`config.mk`:
```
export PLATFORM = sky130hd
export DESIGN_NAME = byte_recurrence_checksum_top_flat
export DESIGN_NICKNAME = d
export VERILOG_FILES = /design/src/hw/rtl/brc_pkg.sv /design/src/hw/rtl/brc_byte_if.sv /design/src/hw/rtl/brc_sum_if.sv /design/src/hw/rtl/brc_step.sv /design/src/hw/rtl/byte_recurrence_checksum_top.sv /design/src/flat_wrapper.sv
export SDC_FILE = /design/constraint.sdc
export NUM_CORES = 1
export LEC_CHECK = 0
export BUFFER_PORTS_ARGS = -buffer_cell sky130_fd_sc_hd__buf_2
export CAP_MARGIN = 20
export CORE_AREA = 2 2 150 152
export CTS_CLUSTER_DIAMETER = 200
export DETAILED_ROUTE_END_ITERATION = 10
export DIE_AREA = 0 0 152 154
export PLACE_DENSITY_LB_ADDON = 0.12
export SKIP_LAST_GASP = 1
export SLEW_MARGIN = 10
export SYNTH_ARGS = -nofsm -noshare
export SYNTH_HDL_FRONTEND = slang
export SYNTH_SLANG_ARGS = --single-unit
```
`constraint.sdc`:
```
create_clock -name clk -period 15.75 [get_ports clk]
set_input_delay 1.575 -clock clk [delete_from_list [all_inputs] [get_ports clk]]
set_output_delay 1.575 -clock clk [all_outputs]
set_load 0.1 [all_outputs]
```
`src/hw/rtl/brc_pkg.sv`:
```
`timescale 1ns / 1ps
`default_nettype none

package brc_pkg;

	// field widths
	localparam int unsigned DATA_W = 8;
	localparam int unsigned TERM_W = 16;
	localparam int unsigned IDX_W  = 8;

	// recurrence constants
	localparam logic [DATA_W-1:0] FIRST_OFFSET = 8'd7;
	localparam logic [IDX_W-1:0]  ALPHA_MUL    = 8'd17;
	localparam logic [IDX_W-1:0]  BETA_MUL     = 8'd31;
	localparam logic [TERM_W-1:0] TERM_MOD     = 16'hFFFF;

	// coefficient (d + alpha), product and difference widths
	localparam int unsigned COEF_W = DATA_W + 1;
	localparam int unsigned PRODA_W = COEF_W + TERM_W;
	localparam int unsigned PRODB_W = IDX_W + TERM_W;
	localparam int unsigned DIFF_W = PRODA_W + 1;

	// negative difference: 2^64 wraps to +1, then lift by 256 * modulus
	localparam int unsigned NEG_FOLD = 65535 * 256 + 1;

endpackage

`default_nettype wire

```
`src/hw/rtl/brc_byte_if.sv`:
```
`timescale 1ns / 1ps
`default_nettype none

interface brc_byte_if
	import brc_pkg::*;
();
	logic              valid;
	logic              ready;
	logic [DATA_W-1:0] data_byte;
	logic              last;

	modport source (output valid, data_byte, last, input ready);
	modport sink (input valid, data_byte, last, output ready);
endinterface

`default_nettype wire

```
`src/hw/rtl/brc_sum_if.sv`:
```
`timescale 1ns / 1ps
`default_nettype none

interface brc_sum_if
	import brc_pkg::*;
();
	logic              valid;
	logic              ready;
	logic [TERM_W-1:0] checksum;

	modport source (output valid, checksum, input ready);
	modport sink (input valid, checksum, output ready);
endinterface

`default_nettype wire

```
`src/hw/rtl/brc_step.sv`:
```
`timescale 1ns / 1ps
`default_nettype none

module brc_step
	import brc_pkg::*;
(
	input  wire logic [DATA_W-1:0] data_byte,
	input  wire logic [IDX_W-1:0]  byte_index,
	input  wire logic [TERM_W-1:0] prev_term,
	input  wire logic [TERM_W-1:0] cur_term,
	output logic      [TERM_W-1:0] next_term
);

	logic [IDX_W-1:0]    alpha;
	logic [IDX_W-1:0]    beta;
	logic [COEF_W-1:0]   coef;
	logic [PRODA_W-1:0]  prod_a;
	logic [PRODB_W-1:0]  prod_b;
	logic [DIFF_W-1:0]   diff;
	logic [DIFF_W-1:0]   lifted;
	logic [TERM_W:0]     folded;
	logic [TERM_W:0]     reduced;

	// index-dependent coefficients, kept mod 256
	assign alpha = byte_index * ALPHA_MUL;
	assign beta  = byte_index * BETA_MUL;
	assign coef = {1'b0, data_byte} + {1'b0, alpha};

	// the two products and their signed difference
	assign prod_a = PRODA_W'(coef) * PRODA_W'(cur_term);
	assign prod_b = PRODB_W'(beta) * PRODB_W'(prev_term);
	assign diff = {1'b0, prod_a} - {{(DIFF_W-PRODB_W){1'b0}}, prod_b};

	// negative difference: add one for the 64-bit wrap and lift above zero
	assign lifted = diff[DIFF_W-1] ? diff + DIFF_W'(NEG_FOLD) : diff;

	// end-around fold of the high part, then one conditional subtract
	assign folded = {{(2*TERM_W+1-PRODA_W){1'b0}}, lifted[PRODA_W-1:TERM_W]}
		+ {1'b0, lifted[TERM_W-1:0]};
	assign reduced = (folded >= {1'b0, TERM_MOD}) ? folded - {1'b0, TERM_MOD} : folded;
	assign next_term = reduced[TERM_W-1:0];

endmodule

`default_nettype wire

```
`src/hw/rtl/byte_recurrence_checksum_top.sv`:
```
`timescale 1ns / 1ps
`default_nettype none

// Byte recurrence checksum.
// The msg channel takes a message one byte per transfer, with last set on
// its final byte. For each message one transfer leaves on the result
// channel, carrying the 16-bit checksum (0..65534) of that message.
// A byte goes into an input register, and from there the recurrence step
// (two small multiplies and an end-around mod 65535 reduction) updates
// the two terms and, on a last byte, loads the result register.
// Throughput: one byte per cycle while no last byte is held back, as each
// byte's term update needs the terms left by the one before it.
// When the receiver stalls, bytes that are not last keep flowing; a last
// byte waits in the input register until the result register is free, and
// msg.ready drops while it waits.
// Reset clears the valid bits of both registers and rearms the recurrence
// for a new message; no result is pending after reset.
module byte_recurrence_checksum_top
	import brc_pkg::*;
(
	input wire logic  clk,
	input wire logic  arst_n,
	brc_byte_if.sink  msg,
	brc_sum_if.source result
);

	logic              valid_s1;
	logic [DATA_W-1:0] data_s1;
	logic              last_s1;

	logic [TERM_W-1:0] prev_term_q;
	logic [TERM_W-1:0] cur_term_q;
	logic [IDX_W-1:0]  byte_index_q;
	logic              at_start_q;

	logic              out_valid_q;
	logic [TERM_W-1:0] checksum_q;

	logic              go;
	logic [TERM_W-1:0] first_term;
	logic [TERM_W-1:0] next_term;
	logic [TERM_W-1:0] new_term;

	// the held byte moves on unless it is last and the result slot is full and not being taken
	assign go = valid_s1 && (!last_s1 || !out_valid_q || result.ready);
	assign msg.ready = !valid_s1 || go;

	assign result.valid    = out_valid_q;
	assign result.checksum = checksum_q;

	// recurrence step
	brc_step u_step (
		.data_byte  (data_s1),
		.byte_index (byte_index_q),
		.prev_term  (prev_term_q),
		.cur_term   (cur_term_q),
		.next_term  (next_term)
	);

	assign first_term = {{(TERM_W-DATA_W){1'b0}}, data_s1}
		+ {{(TERM_W-DATA_W){1'b0}}, FIRST_OFFSET};
	assign new_term = at_start_q ? first_term : next_term;

	// input register control
	always_ff @(posedge clk or negedge arst_n) begin
		if (!arst_n) begin
			valid_s1 <= 1'b0;
		end else if (msg.ready) begin
			valid_s1 <= msg.valid;
		end
	end

	// input register payload
	always_ff @(posedge clk) begin
		if (msg.valid && msg.ready) begin
			data_s1 <= msg.data_byte;
			last_s1 <= msg.last;
		end
	end

	// recurrence state
	always_ff @(posedge clk or negedge arst_n) begin
		if (!arst_n) begin
			prev_term_q  <= TERM_W'(1);
			cur_term_q   <= '0;
			byte_index_q <= '0;
			at_start_q   <= 1'b1;
		end else if (go) begin
			if (last_s1) begin
				prev_term_q  <= TERM_W'(1);
				cur_term_q   <= '0;
				byte_index_q <= '0;
				at_start_q   <= 1'b1;
			end else if (at_start_q) begin
				prev_term_q  <= TERM_W'(1);
				cur_term_q   <= first_term;
				byte_index_q <= IDX_W'(1);
				at_start_q   <= 1'b0;
			end else begin
				prev_term_q  <= cur_term_q;
				cur_term_q   <= next_term;
				byte_index_q <= byte_index_q + IDX_W'(1);
			end
		end
	end

	// result register control
	always_ff @(posedge clk or negedge arst_n) begin
		if (!arst_n) begin
			out_valid_q <= 1'b0;
		end else if (go && last_s1) begin
			out_valid_q <= 1'b1;
		end else if (result.ready) begin
			out_valid_q <= 1'b0;
		end
	end

	// result register payload
	always_ff @(posedge clk) begin
		if (go && last_s1) begin
			checksum_q <= new_term;
		end
	end

`ifndef SYNTH
	// a finished message always lands in the result register
	a_last_loads_result: assert property (@(posedge clk) disable iff (!arst_n)
		go && last_s1 |=> out_valid_q)
		else $error("last byte did not produce a result");

	// the checksum stays reduced below the modulus
	a_checksum_range: assert property (@(posedge clk) disable iff (!arst_n)
		out_valid_q |-> checksum_q != TERM_MOD)
		else $error("checksum not reduced");

	// a last byte rearms the recurrence
	a_rearm: assert property (@(posedge clk) disable iff (!arst_n)
		go && last_s1 |=> at_start_q && byte_index_q == '0)
		else $error("recurrence not rearmed after last byte");

	// a middle byte advances the index by one
	a_index_step: assert property (@(posedge clk) disable iff (!arst_n)
		go && !last_s1 && !at_start_q |=>
			byte_index_q == $past(byte_index_q) + IDX_W'(1))
		else $error("byte index did not advance");

	// a held last byte never overwrites an untaken result
	a_no_overwrite: assert property (@(posedge clk) disable iff (!arst_n)
		valid_s1 && last_s1 && out_valid_q && !result.ready |-> !go)
		else $error("result overwritten while stalled");
`endif

endmodule

`default_nettype wire

```
`src/flat_wrapper.sv`:
```
// flat-port wrapper written by rule: the top's interface ports become plain ports
module byte_recurrence_checksum_top_flat import brc_pkg::*;
  (clk, arst_n, msg_valid, msg_data_byte, msg_last, msg_ready, result_valid, result_checksum, result_ready);
  brc_byte_if msg_i ();
  brc_sum_if result_i ();
  input wire logic clk;
  input wire logic arst_n;
  input wire logic [$bits(msg_i.valid)-1:0] msg_valid;
  input wire logic [$bits(msg_i.data_byte)-1:0] msg_data_byte;
  input wire logic [$bits(msg_i.last)-1:0] msg_last;
  output wire logic [$bits(msg_i.ready)-1:0] msg_ready;
  output wire logic [$bits(result_i.valid)-1:0] result_valid;
  output wire logic [$bits(result_i.checksum)-1:0] result_checksum;
  input wire logic [$bits(result_i.ready)-1:0] result_ready;
  assign msg_i.valid = msg_valid;
  assign msg_i.data_byte = msg_data_byte;
  assign msg_i.last = msg_last;
  assign msg_ready = msg_i.ready;
  assign result_valid = result_i.valid;
  assign result_checksum = result_i.checksum;
  assign result_i.ready = result_ready;
  byte_recurrence_checksum_top u_core (.clk(clk), .arst_n(arst_n), .msg(msg_i), .result(result_i));
endmodule
```
==> results.sh <==
export IMPL_status="finished clean"
export IMPL_initial_utilization=0.6524
export IMPL_grt_max_degree=44
export IMPL_synth_ff_type="dfrtp_1"
export IMPL_crit_path_max_fanout=16
export IMPL_finalMaxSlewViolations=0
export IMPL_htree_levels=3
export IMPL_wl_mm=35.01
export IMPL_cts_buffers_inserted=9
export IMPL_crit_family="adder cells"
export IMPL_hold_buffers=0
export IMPL_synth_cell_types=80
export IMPL_worst_setup_path_start_kind="flop"
export IMPL_gp_congestion=0.9409
export IMPL_track_usage=0.3235
export IMPL_antenna_found_initial=0
export IMPL_clock_sinks=68
export IMPL_place_hpwl_mm=28.79
export IMPL_cts_setup_buffers=0
export IMPL_post_place_ws_ns=1.654
export IMPL_cts_buffer_depth=2
export IMPL_setup_tns_ns=0
export IMPL_layout_common_cells="305 x inv_1, 238 x fa_1, 235 x nand2_1"
export IMPL_vias_per_cell=5.846
export IMPL_die_h_um=154
export IMPL_ys_seq_elements=68
export IMPL_endpoint_kind="flop"
export IMPL_place_port_buffers=30
export IMPL_setup_viol=0
export IMPL_areaGrowthSynthToFinish_pct=4.652
export IMPL_die_w_um=152
export IMPL_path_common_cell="fa_1"
export IMPL_ys_warn_count=0
export IMPL_fin_worst_skew_ns=0.009906
export IMPL_clk_pin_slew_ns=0.07
export IMPL_required_ns=15.83
export IMPL_arrival_ns=13.81
export IMPL_cts_resized=0
export IMPL_ant_nets=0
export IMPL_syn_area_um2=14150
export IMPL_avgRoutedWirePerCell_um=18.68
export IMPL_drt_iter0_markers=789
export IMPL_slowest_delay_ns=0.60
export IMPL_dpl_cell_area_um2=14500
export IMPL_drive_above_1_share=0.05207
export IMPL_cp_slowest_cell="xnor2_2"
export IMPL_syn_inst=1599
export IMPL_core_area_um2=21690
export IMPL_synthArstFlopShare=0.6324
export IMPL_num_antenna_cells=0
export IMPL_synth_nets=1966
export IMPL_clock_fmax_ghz=0.07283
export IMPL_grt_overflow=0
export IMPL_post_route_period_util=0.8718
export IMPL_cts_tree="built"
export IMPL_cts_root_buf="clkbuf_16"
export IMPL_io_pins=31
export IMPL_grt_pass1_wl_mm=59.93
export IMPL_max_slew_margin=0.2372
export IMPL_worst_path_buf_inv=5
export IMPL_clk_insertion_delay_late_ns=0.35
export IMPL_first_pass_iters=6
export IMPL_grt_pass1_vias=11200
export IMPL_vias=10960
export IMPL_post_route_min_period_ns=13.73
export IMPL_drc=0
export IMPL_finalNetCount=1956
export IMPL_rsz0062_at_grt="false"
export IMPL_num_rows=54
export IMPL_critical_path_class="reg2reg"
export IMPL_hold_violations=0
export IMPL_worst_slack_ns=2.019
export IMPL_synth_area_per_cell_um2=8.848
export IMPL_synth_seq_area_share=0.1293
export IMPL_hold_ws_ns=0.5683
export IMPL_cap_viol_max_count=0
export IMPL_final_common_cell="inv_1"
export IMPL_die_area_um2=23410
export IMPL_stdcell_area_um2=14810
export IMPL_min_path_type="reg2reg"
export IMPL_tightest_slew_ns=1.140
export IMPL_r2r_setup_slack_ns=2.02
export IMPL_synth_edf_count=25
sequential cells by signal (all words and copies together) (netlist names):
| signal | count |
|---|---|
| u_core.cur_term_q | 16 |
| u_core.prev_term_q | 16 |
| u_core.result.checksum | 16 |
| u_core.byte_index_q | 8 |
| u_core.data_s1 | 8 |
| u_core.at_start_q | 1 |
| u_core.last_s1 | 1 |
| u_core.result.valid | 1 |
| u_core.valid_s1 | 1 |
tightest hold or removal path, delay by kind of cell (launching register included):
family | cells | cell delay [ns]
AOI/OAI and AO/OA | 1 | 0.07
DFF | 1 | 0.42
and+or+nand+nor | 1 | 0.07
stage by stage:
step / util / cells
floorplan: - / 1599
global placement: 0.6683 / 1856
detailed placement: 0.6687 / 1857
CTS: 0.6811 / 1873
global route: 0.6827 / 1874
finish: 0.6827 / 1874
worst paths after layout:
kind,startpoint,endpoint,cells after the start
min reg2reg,u_core.prev_term_q[0],u_core.prev_term_q[0],2
max,u_core.byte_index_q[1],u_core.result.checksum[5],45
min,u_core.prev_term_q[0],u_core.prev_term_q[0],2
max in group asynchronous,arst_n,u_core.at_start_q,2
min in group asynchronous,arst_n,u_core.byte_index_q[4],1
max reg2reg,u_core.byte_index_q[1],u_core.result.checksum[5],45
cells by family (layout without fill, tap and decap cells):
logic type	after synthesis	count (layout)	synth area share
AOI/OAI and AO/OA	192	192	0.09409
xor gates and xnor gates	71	71	0.04395
adders and majority gates	354	354	0.4393
buffers and inverters	366	361	0.09763
DFF	68	68	0.1293
muxes	5	5	0.003714
and+or+nand+nor	543	543	0.1920
per-layer routing:
layer  vias up  global-route usage  wire length (µm)
li1       5009                   -                 -
met2       433              0.4991             15760
met5         -                   0                 0
met1      5461              0.4882             15670
met3        52             0.05214              2864
met4         0             0.06987               709
synthesized netlist by cell type (all sizes together) (7+ instances only):
| cell type | instances | area [µm²] |
|---|---|---|
| ha | 116 | 1451 |
| xnor2 | 48 | 420.4 |
| clkbuf | 54 | 202.7 |
| o21ai | 43 | 219.0 |
| nor3 | 18 | 90.09 |
| or2 | 7 | 43.80 |
| buf | 7 | 33.78 |
| nor2 | 45 | 171.4 |
| and2 | 121 | 757.0 |
| nand2 | 235 | 882.1 |
| nand4 | 9 | 56.30 |
| inv | 305 | 1145 |
| nand3 | 30 | 155.1 |
| o21a | 13 | 97.59 |
| a31oi | 7 | 43.79 |
| a21oi | 41 | 205.2 |
| xor2 | 23 | 201.4 |
| or3 | 10 | 67.56 |
| nand2b | 11 | 68.82 |
| nor2b | 22 | 137.6 |
| o31ai | 7 | 52.55 |
| a21o | 12 | 90.09 |
| and3 | 16 | 100.1 |
| fa | 238 | 4765 |
| o21bai | 7 | 63.81 |
| edfxtp | 25 | 750.7 |
| a211oi | 10 | 80.07 |
| dfrtp | 41 | 1026 |
| a211o | 7 | 61.31 |
final cells by class:
type / instances / area [µm²]
repair buffers: 40 / 245.2
clock inverters: 6 / 40.04
inverters: 305 / 1145
multi-input cells: 1165 / 10970
fillers: 1762 / 6882
clock buffers: 10 / 229.0
well taps: 280 / 350.3
flip-flops and latches: 68 / 1829
Power is left out: the tool's default activity adds up to more than one toggle a clock period on the data nets, which glitch-free logic cannot reach.
